$ cat src/hdl/bully_pkg.sv
package bully_pkg;

  // Node phases as reported on the result channel.
  typedef enum logic [1:0] {
    PH_IDLE     = 2'd0,
    PH_ELECTING = 2'd1,
    PH_AWAIT    = 2'd2,
    PH_LEADER   = 2'd3
  } phase_t;

  // Controller states.
  typedef enum logic [1:0] {
    ST_IDLE,
    ST_OK,
    ST_VOTE,
    ST_LEAD
  } ctrl_state_t;

  // Input commands.
  localparam logic [1:0] CMD_TICK  = 2'd0;
  localparam logic [1:0] CMD_MSG   = 2'd1;
  localparam logic [1:0] CMD_START = 2'd2;

  // Message kinds, received and sent.
  localparam logic [1:0] KIND_VOTE   = 2'd0;
  localparam logic [1:0] KIND_OK     = 2'd1;
  localparam logic [1:0] KIND_LEADER = 2'd2;

  // Configuration register indexes.
  localparam logic [1:0] REG_NODE_ID    = 2'd0;
  localparam logic [1:0] REG_NODE_COUNT = 2'd1;
  localparam logic [1:0] REG_TIMEOUT    = 2'd2;

  // Largest group the node serves; ranks are 4 bits wide.
  localparam int NODES = 16;
  localparam logic [4:0] GROUP_CAP = (NODES > 16) ? 5'd16 : 5'(NODES);

  // Commands from the controller to the datapath.
  typedef struct packed {
    logic       accept;  // take the input request and update the node state
    logic       emit;    // load the output register with one message
    logic [1:0] kind;    // kind of the emitted message
    logic       last;    // emitted message closes the run
    logic       step;    // advance the destination index
  } dp_cmd_t;

  // Status from the datapath to the controller.
  typedef struct packed {
    logic has_ok;       // the request is a vote and gets an ok reply
    logic starts_vote;  // the request starts an election
    logic starts_lead;  // the request makes this node leader
    logic vote_empty;   // no higher rank in the group
    logic lead_empty;   // no other rank in the group
    logic vote_last;    // current vote destination is the last one
    logic lead_last;    // current leader destination is the last one
  } dp_stat_t;

endpackage

$ cat src/hdl/bully_election_node.sv
// Channel  Handshake             Payload
// in_      in_valid / in_ready   command, msg_kind, msg_source, msg_value
// out_     out_valid / out_ready send_kind, send_dest, send_value, last_of_run,
//                                leader_id, phase_now
// cfg_     cfg_we                cfg_index, cfg_wdata
//
// A request is taken in the idle state; the messages it causes are then loaded
// into the output register one by one, and no new request is taken until the
// last of them is loaded (up to sixteen: an ok and fifteen votes). The sweep
// counter over the group ranks steps the destinations. Reset is synchronous and
// active low; it clears the phase, countdown, leader and payload and restores
// the configuration defaults. A stalled output holds the sweep in place; the next
// request is taken while the last message of a run still waits in the output.
module bully_election_node
  import bully_pkg::*;
(
  input  logic        clk,
  input  logic        rst_n,
  input  logic        cfg_we,
  input  logic [1:0]  cfg_index,
  input  logic [15:0] cfg_wdata,
  input  logic        in_valid,
  output logic        in_ready,
  input  logic [1:0]  in_command,
  input  logic [1:0]  in_msg_kind,
  input  logic [3:0]  in_msg_source,
  input  logic [31:0] in_msg_value,
  output logic        out_valid,
  input  logic        out_ready,
  output logic [1:0]  out_send_kind,
  output logic [3:0]  out_send_dest,
  output logic [31:0] out_send_value,
  output logic        out_last_of_run,
  output logic [3:0]  out_leader_id,
  output logic [1:0]  out_phase_now
);

  dp_cmd_t  cmd;
  dp_stat_t stat;

  // Sequencer for requests and outgoing messages.
  bully_ctrl u_ctrl (
    .clk       (clk),
    .rst_n     (rst_n),
    .in_valid  (in_valid),
    .in_ready  (in_ready),
    .out_valid (out_valid),
    .out_ready (out_ready),
    .stat      (stat),
    .cmd       (cmd)
  );

  // Node state, configuration and output register.
  bully_dp u_dp (
    .clk             (clk),
    .rst_n           (rst_n),
    .cfg_we          (cfg_we),
    .cfg_index       (cfg_index),
    .cfg_wdata       (cfg_wdata),
    .in_command      (in_command),
    .in_msg_kind     (in_msg_kind),
    .in_msg_source   (in_msg_source),
    .in_msg_value    (in_msg_value),
    .cmd             (cmd),
    .stat            (stat),
    .out_send_kind   (out_send_kind),
    .out_send_dest   (out_send_dest),
    .out_send_value  (out_send_value),
    .out_last_of_run (out_last_of_run),
    .out_leader_id   (out_leader_id),
    .out_phase_now   (out_phase_now)
  );

endmodule

$ cat src/hdl/bully_dp.sv
module bully_dp
  import bully_pkg::*;
(
  input  logic        clk,
  input  logic        rst_n,
  input  logic        cfg_we,
  input  logic [1:0]  cfg_index,
  input  logic [15:0] cfg_wdata,
  input  logic [1:0]  in_command,
  input  logic [1:0]  in_msg_kind,
  input  logic [3:0]  in_msg_source,
  input  logic [31:0] in_msg_value,
  input  dp_cmd_t     cmd,
  output dp_stat_t    stat,
  output logic [1:0]  out_send_kind,
  output logic [3:0]  out_send_dest,
  output logic [31:0] out_send_value,
  output logic        out_last_of_run,
  output logic [3:0]  out_leader_id,
  output logic [1:0]  out_phase_now
);

  logic [3:0]  node_id_r;
  logic [4:0]  node_count_r;
  logic [15:0] timeout_r;

  phase_t      phase_r, phase_nxt;
  logic [15:0] countdown_r, countdown_nxt;
  logic [3:0]  leader_r, leader_nxt;
  logic [31:0] payload_r, payload_nxt;
  logic [3:0]  src_r;
  logic [4:0]  idx_r, idx_nxt;

  logic [1:0]  kind_r;
  logic [3:0]  dest_r;
  logic [31:0] value_r;
  logic        last_r;
  logic [3:0]  lid_r;
  phase_t      ph_r;

  logic [4:0]  group_n;
  logic [4:0]  vote_start;
  logic [4:0]  lead_start;
  logic [4:0]  lead_next;
  logic [4:0]  vote_next;
  logic [15:0] timeout_eff;

  // Group size and sweep bounds.
  assign group_n     = (node_count_r > GROUP_CAP) ? GROUP_CAP : node_count_r;
  assign vote_start  = {1'b0, node_id_r} + 5'd1;
  assign lead_start  = (node_id_r == 4'd0) ? 5'd1 : 5'd0;
  assign vote_next   = idx_r + 5'd1;
  assign lead_next   = (vote_next == {1'b0, node_id_r}) ? idx_r + 5'd2 : vote_next;
  assign timeout_eff = (timeout_r == 16'd0) ? 16'd1 : timeout_r;

  // Configuration registers.
  always_ff @(posedge clk) begin
    if (!rst_n) begin
      node_id_r    <= 4'd0;
      node_count_r <= 5'd16;
      timeout_r    <= 16'd5;
    end else if (cfg_we) begin
      unique case (cfg_index)
        REG_NODE_ID:    node_id_r    <= cfg_wdata[3:0];
        REG_NODE_COUNT: node_count_r <= cfg_wdata[4:0];
        REG_TIMEOUT:    timeout_r    <= cfg_wdata;
        default: ;
      endcase
    end
  end

  // Decode the request against the current phase and work out the new state.
  always_comb begin
    phase_nxt        = phase_r;
    countdown_nxt    = countdown_r;
    leader_nxt       = leader_r;
    payload_nxt      = payload_r;
    stat.has_ok      = 1'b0;
    stat.starts_vote = 1'b0;
    stat.starts_lead = 1'b0;
    stat.vote_empty  = (vote_start >= group_n);
    stat.lead_empty  = (lead_start >= group_n);
    stat.vote_last   = (vote_next >= group_n);
    stat.lead_last   = (lead_next >= group_n);
    unique case (in_command)
      CMD_TICK: begin
        if (phase_r == PH_ELECTING) begin
          if (countdown_r <= 16'd1) begin
            countdown_nxt    = 16'd0;
            phase_nxt        = PH_LEADER;
            leader_nxt       = node_id_r;
            stat.starts_lead = 1'b1;
          end else begin
            countdown_nxt = countdown_r - 16'd1;
          end
        end
      end
      CMD_MSG: begin
        unique case (in_msg_kind)
          KIND_VOTE: begin
            payload_nxt = in_msg_value;
            stat.has_ok = 1'b1;
            if (phase_r != PH_ELECTING) begin
              phase_nxt        = PH_ELECTING;
              countdown_nxt    = timeout_eff;
              stat.starts_vote = 1'b1;
            end
          end
          KIND_OK: begin
            if (phase_r == PH_ELECTING) begin
              payload_nxt   = in_msg_value;
              countdown_nxt = 16'd0;
              phase_nxt     = PH_AWAIT;
            end
          end
          KIND_LEADER: begin
            if (phase_r != PH_ELECTING) begin
              payload_nxt = in_msg_value;
              leader_nxt  = in_msg_source;
              phase_nxt   = PH_LEADER;
            end
          end
          default: ;
        endcase
      end
      CMD_START: begin
        if (phase_r != PH_ELECTING) begin
          phase_nxt        = PH_ELECTING;
          countdown_nxt    = timeout_eff;
          stat.starts_vote = 1'b1;
        end
      end
      default: ;
    endcase
  end

  // Node state registers.
  always_ff @(posedge clk) begin
    if (!rst_n) begin
      phase_r     <= PH_IDLE;
      countdown_r <= 16'd0;
      leader_r    <= 4'd0;
      payload_r   <= 32'd0;
    end else if (cmd.accept) begin
      phase_r     <= phase_nxt;
      countdown_r <= countdown_nxt;
      leader_r    <= leader_nxt;
      payload_r   <= payload_nxt;
    end
  end

  // Destination index: loaded with the first rank of the sweep, then stepped.
  always_comb begin
    idx_nxt = idx_r;
    if (cmd.accept) begin
      idx_nxt = stat.starts_lead ? lead_start : vote_start;
    end else if (cmd.step) begin
      idx_nxt = (cmd.kind == KIND_LEADER) ? lead_next : vote_next;
    end
  end

  always_ff @(posedge clk) begin
    idx_r <= idx_nxt;
    if (cmd.accept) begin
      src_r <= in_msg_source;
    end
  end

  // Output register: one message with the node state it reports.
  always_ff @(posedge clk) begin
    if (cmd.emit) begin
      kind_r  <= cmd.kind;
      dest_r  <= (cmd.kind == KIND_OK) ? src_r : idx_r[3:0];
      value_r <= payload_r;
      last_r  <= cmd.last;
      lid_r   <= leader_r;
      ph_r    <= phase_r;
    end
  end

  assign out_send_kind   = kind_r;
  assign out_send_dest   = dest_r;
  assign out_send_value  = value_r;
  assign out_last_of_run = last_r;
  assign out_leader_id   = lid_r;
  assign out_phase_now   = ph_r;

endmodule

$ cat src/hdl/bully_ctrl.sv
module bully_ctrl
  import bully_pkg::*;
(
  input  logic     clk,
  input  logic     rst_n,
  input  logic     in_valid,
  output logic     in_ready,
  output logic     out_valid,
  input  logic     out_ready,
  input  dp_stat_t stat,
  output dp_cmd_t  cmd
);

  ctrl_state_t state_r, state_nxt;
  logic        elect_r, elect_nxt;
  logic        out_valid_r, out_valid_nxt;
  logic        slot_free;

  // The output register can take a message when empty or being drained.
  assign slot_free = !out_valid_r || out_ready;

  // Next state and datapath commands.
  always_comb begin
    state_nxt = state_r;
    elect_nxt = elect_r;
    in_ready  = 1'b0;
    cmd       = '0;
    unique case (state_r)
      ST_IDLE: begin
        in_ready = 1'b1;
        if (in_valid) begin
          cmd.accept = 1'b1;
          elect_nxt  = stat.starts_vote;
          if (stat.has_ok) begin
            state_nxt = ST_OK;
          end else if (stat.starts_vote && !stat.vote_empty) begin
            state_nxt = ST_VOTE;
          end else if (stat.starts_lead && !stat.lead_empty) begin
            state_nxt = ST_LEAD;
          end
        end
      end
      ST_OK: begin
        if (slot_free) begin
          cmd.emit  = 1'b1;
          cmd.kind  = KIND_OK;
          cmd.last  = !(elect_r && !stat.vote_empty);
          state_nxt = cmd.last ? ST_IDLE : ST_VOTE;
        end
      end
      ST_VOTE: begin
        if (slot_free) begin
          cmd.emit  = 1'b1;
          cmd.kind  = KIND_VOTE;
          cmd.last  = stat.vote_last;
          cmd.step  = 1'b1;
          state_nxt = stat.vote_last ? ST_IDLE : ST_VOTE;
        end
      end
      ST_LEAD: begin
        if (slot_free) begin
          cmd.emit  = 1'b1;
          cmd.kind  = KIND_LEADER;
          cmd.last  = stat.lead_last;
          cmd.step  = 1'b1;
          state_nxt = stat.lead_last ? ST_IDLE : ST_LEAD;
        end
      end
      default: state_nxt = ST_IDLE;
    endcase
  end

  // Output valid flag follows loads and drains of the output register.
  always_comb begin
    out_valid_nxt = out_valid_r;
    if (cmd.emit) begin
      out_valid_nxt = 1'b1;
    end else if (out_ready) begin
      out_valid_nxt = 1'b0;
    end
  end

  // State register.
  always_ff @(posedge clk) begin
    if (!rst_n) begin
      state_r     <= ST_IDLE;
      elect_r     <= 1'b0;
      out_valid_r <= 1'b0;
    end else begin
      state_r     <= state_nxt;
      elect_r     <= elect_nxt;
      out_valid_r <= out_valid_nxt;
    end
  end

  assign out_valid = out_valid_r;

endmodule

$ cat config.mk
export PLATFORM = sky130hd
export DESIGN_NAME = bully_election_node
export DESIGN_NICKNAME = d
export VERILOG_FILES = /design/src/hdl/bully_pkg.sv /design/src/hdl/bully_election_node.sv /design/src/hdl/bully_dp.sv /design/src/hdl/bully_ctrl.sv
export SDC_FILE = /design/constraint.sdc
export NUM_CORES = 1
export LEC_CHECK = 0
export ABC_AREA = 1
export BUFFER_PORTS_ARGS = -buffer_cell sky130_fd_sc_hd__buf_2
export CORE_MARGIN = 2
export CORE_UTILIZATION = 51
export DETAILED_ROUTE_END_ITERATION = 6
export PLACE_DENSITY = 0.73
export REMOVE_ABC_BUFFERS = 1
export SYNTH_ARGS = -nofsm -noshare
export SYNTH_HDL_FRONTEND = slang
export SYNTH_HIERARCHICAL = 1
export SYNTH_SLANG_ARGS = --single-unit
$ cat constraint.sdc
create_clock -name clk -period 2.7 [get_ports clk]
set_clock_uncertainty 0.15 [all_clocks]
set_input_delay 0.135 -clock clk [delete_from_list [all_inputs] [get_ports clk]]
set_output_delay 0.135 -clock clk [all_outputs]
set_load 0.01 [all_outputs]
==> impl_metrics.json <==
{
  "power.density_nw_per_um2": 932.5,
  "p_leak_nw": 3.819,
  "ant_nets": 0,
  "path_common_cell": "nor2_1",
  "remaining_drc_errors": 0,
  "ys_ff_latch": 137,
  "htree_num_levels": 4,
  "area_delta_synth_final_pct": 29.58,
  "grt_pass1_vias": 5844,
  "fin_nets": 1103,
  "synth_edf_count": 54,
  "cp_num_cells": 18,
  "synth_cell_type_count": 33,
  "maxCapViolCount": 0,
  "crit_family": "simple AND/OR/NAND/NOR gates",
  "drt_iter0_markers": 439,
  "ioPinCount": 110,
  "hp-class": "in -> reg",
  "r2r_slack_ns": -0.21,
  "grt_max_degree": 46,
  "num_vias": 6148,
  "r2r-end": "u_ctrl/state_r[1]",
  "slew_violations": 0,
  "failed_checks": "setup timing",
  "worstHoldStart": "cfg_index[0]",
  "fillers": 1029,
  "cp_slowest_stage_delay_ns": 0.46,
  "required_ns": 2.86,
  "synth_top_area_frac": 0.2473,
  "drive_gt1_frac": 0.1887,
  "seqCellArea_um2": 3283,
  "cts_root_buffer": "clkbuf_16",
  "antenna_cells": 0,
  "grt_antenna_before_repair": 1,
  "dp_hpwl_um": 11180,
  "max_freq_mhz": 343.7,
  "yosysTopAreaCell": "dfxtp_1",
  "peakVddDrop_uv": 534.2,
  "portBuffers": 109,
  "wl_per_cell_um": 14.03,
  "crit_chain": "ha_4 > xnor2_2 > nand2_2 > nor2_4 > nand4_1 > and2_1 > ha_1 > inv_1 > nand2_1 > a21oi_2 > o21bai_1 > a21oi_1 > o21bai_1 > nor2_1 > nand2_1 > o211ai_1 > nor2_1 > nor2_1",
  "async_flop_share": 0,
  "yosysSeqAreaShare": 0.4885,
  "slowest_stage": "edfxtp_1",
  "dp_slack_ns": -0.2256,
  "dr.pass1.iters": 7,
  "fp-row-count": 41,
  "finalCriticalPeriod_ns": 2.909,
  "cp_max_fo": 3,
  "cts_buffers": 17,
  "criticalPathCategory": "reg -> reg",
  "grt_remaining_overflow": 0,
  "cts_tree": "yes",
  "maxSlewHeadroom": 0.4376,
  "end_kind": "register",
  "hold_viol_final": 0,
  "initial_core_util": 0.5282,
  "netlist_area_um2": 6720,
  "reg2reg_depth": 18,
  "rsz0062_at_grt": "yes",
  "clockBufferDepth": 2,
  "core_um2": 12720,
  "finalWorstSetupSlack_ns": -0.2094,
  "yosysWarnings": 6,
  "synthFlopType": "dfxtp_1",
  "setup_viol": 3,
  "fin_cells": 1195,
  "fp.dieW_um": 118.8,
  "cp.arrival_ns": 3.07,
  "crit_buf_inv": 1,
  "whs_path_depth": 4,
  "via_per_inst": 5.145,
  "avgSynthCellArea_um2": 8.136,
  "die-area_um2": 14110,
  "insertion_delay_ns": 0.42,
  "r2r-start": "u_dp/idx_r[1]",
  "start_kind": "register",
  "layout_worst_path_cycle_share": 1.078,
  "hold_end": "u_dp/node_id_r[0]",
  "dp_cells": 1099,
  "grt_first_pass_wirelength_um": 27680,
  "worstMarginPinSlew_ns": 0.8384,
  "clkTransAtPathRegs_ns": 0.06,
  "status": "finished, violations left",
  "synth_area_leaders": "dfxtp_1, edfxtp_1, nand2_1, a21oi_1, nand3_1",
  "die_h_um": 118.8,
  "cts.sinks": 137,
  "synth_cells": 826,
  "wl_um": 16770,
  "multi_input_area_um2": 2945,
  "grt_usage": 0.2450,
  "globalplace.congestion": 0.9240
}
[cells by family (layout without fill, tap and decap cells)]
kind of cell	after synthesis	count (layout)	share of synthesized area
DFF	137	137	0.4885
adders and majority gates	30	30	0.05586
buffers and inverters	123	320	0.07969
and+or+nand+nor	357	357	0.2288
xor gates and xnor gates	14	14	0.01825
AOI/OAI and AO/OA	165	165	0.1288
[placed cells by master, fill, tap and decap left out, types with 12 or more instances in the layout]
cell           netlist  routed
nand2_1            164     161
dfxtp_1             83      83
nand3_1             78      77
inv_1               88      86
nand2_2              9      12
nor2_1              84      84
ha_1                30      28
a21oi_1             91      90
dlygate4sd3_1        0      62
edfxtp_1            54      54
xor2_1              12      12
buf_2                5     109
clkbuf_16            0      17
o21ai_0             53      53
buf_4                4      23
[metrics by stage]
step / TNS, ns / total power [mW] / area [um2] / util / hold slack (ns)
after floorplan: -0.3256 / 4.724 / 6538 / - / 0.08364
after global placement: -0.3157 / 5.661 / 7456 / 0.5861 / 0.1958
after detailed placement: -0.5448 / 5.709 / 7456 / 0.5861 / 0.1859
after CTS: -0.3520 / 8.045 / 8677 / 0.6820 / 0.0001720
after global routing: -1.009 / 8.643 / 8708 / 0.6845 / 0.04313
final: -0.4853 / 8.120 / 8708 / 0.6845 / 0.01840
[worst min-delay path, delay by kind of cell]
kind | cells | cell delay (ns)
AOI/OAI and AO/OA | 1 | 0.09
buffers and inverters | 2 | 0.26
and+or+nand+nor | 1 | 0.05
[synthesized netlist by cell type (7+ instances only)]
library cell,n
a21oi_1,91
o21ai_0,53
nand4_1,9
inv_1,88
buf_6,7
nor2_1,84
nand3_1,78
xor2_1,12
nand2_2,9
ha_1,30
dfxtp_1,83
nand2_1,164
edfxtp_1,54
clkbuf_1,13
[metal layers]
metal	track usage	vias up	wire length (um)
met5	0	-	16
met4	0.08408	2	320
met3	0.05695	30	1169
met2	0.4045	218	8022
met1	0.3157	2783	7237
li1	-	3115	-
[sequential cells by signal, summed over array words and instances (netlist names)]
name,count
u_ctrl/state_r,2
u_dp/countdown_r,16
u_dp/out_last_of_run,1
u_dp/out_send_dest,4
u_dp/out_send_kind,2
u_dp/phase_r,2
u_dp/src_r,4
u_dp/idx_r,5
u_ctrl/out_valid,1
u_dp/out_send_value,32
u_dp/payload_r,32
u_dp/node_count_r,5
u_ctrl/elect_r,1
u_dp/out_leader_id,4
u_dp/timeout_r,16
u_dp/leader_r,4
u_dp/node_id_r,4
u_dp/out_phase_now,2
[layout make-up]
cell class              count  area share
clock buffers              20     0.05244
clock inverters            12     0.01336
inverters                  94     0.04052
multi-input cells         566      0.3382
flip-flops and latches    137      0.3770
well taps                 172     0.02471
repair buffers            194      0.1537
[worst max path at each step]
stage | from | endpoint
6_report | u_dp/idx_r[1] | u_ctrl/state_r[1]
5_1_grt | u_dp/idx_r[1] | u_ctrl/state_r[1]
4_1_cts | u_dp/idx_r[1] | u_ctrl/state_r[1]
3_5_place_dp | u_dp/idx_r[1] | u_ctrl/state_r[1]
3_3_place_gp | u_dp/idx_r[1] | u_ctrl/state_r[1]
2_1_floorplan | u_dp/idx_r[0] | u_ctrl/state_r[1]
[report_power, final]
group          switching, mW  internal (mW)  leakage [nW]
Sequential             0.241           2.76          1.20
Combinational           1.76           1.14          2.35
Clock                  0.895           1.33         0.273
Total                   2.90           5.22          3.82
[timing repair]
action,4_1_cts,5_1_grt
buffers inserted,0,2
pin swaps,2,15
hold buffers,62,0
endpoints found under the setup margin,3,3
gates resized for setup,6,5
endpoints found under the hold margin,63,0
Power figures use the tool's default switching activity.
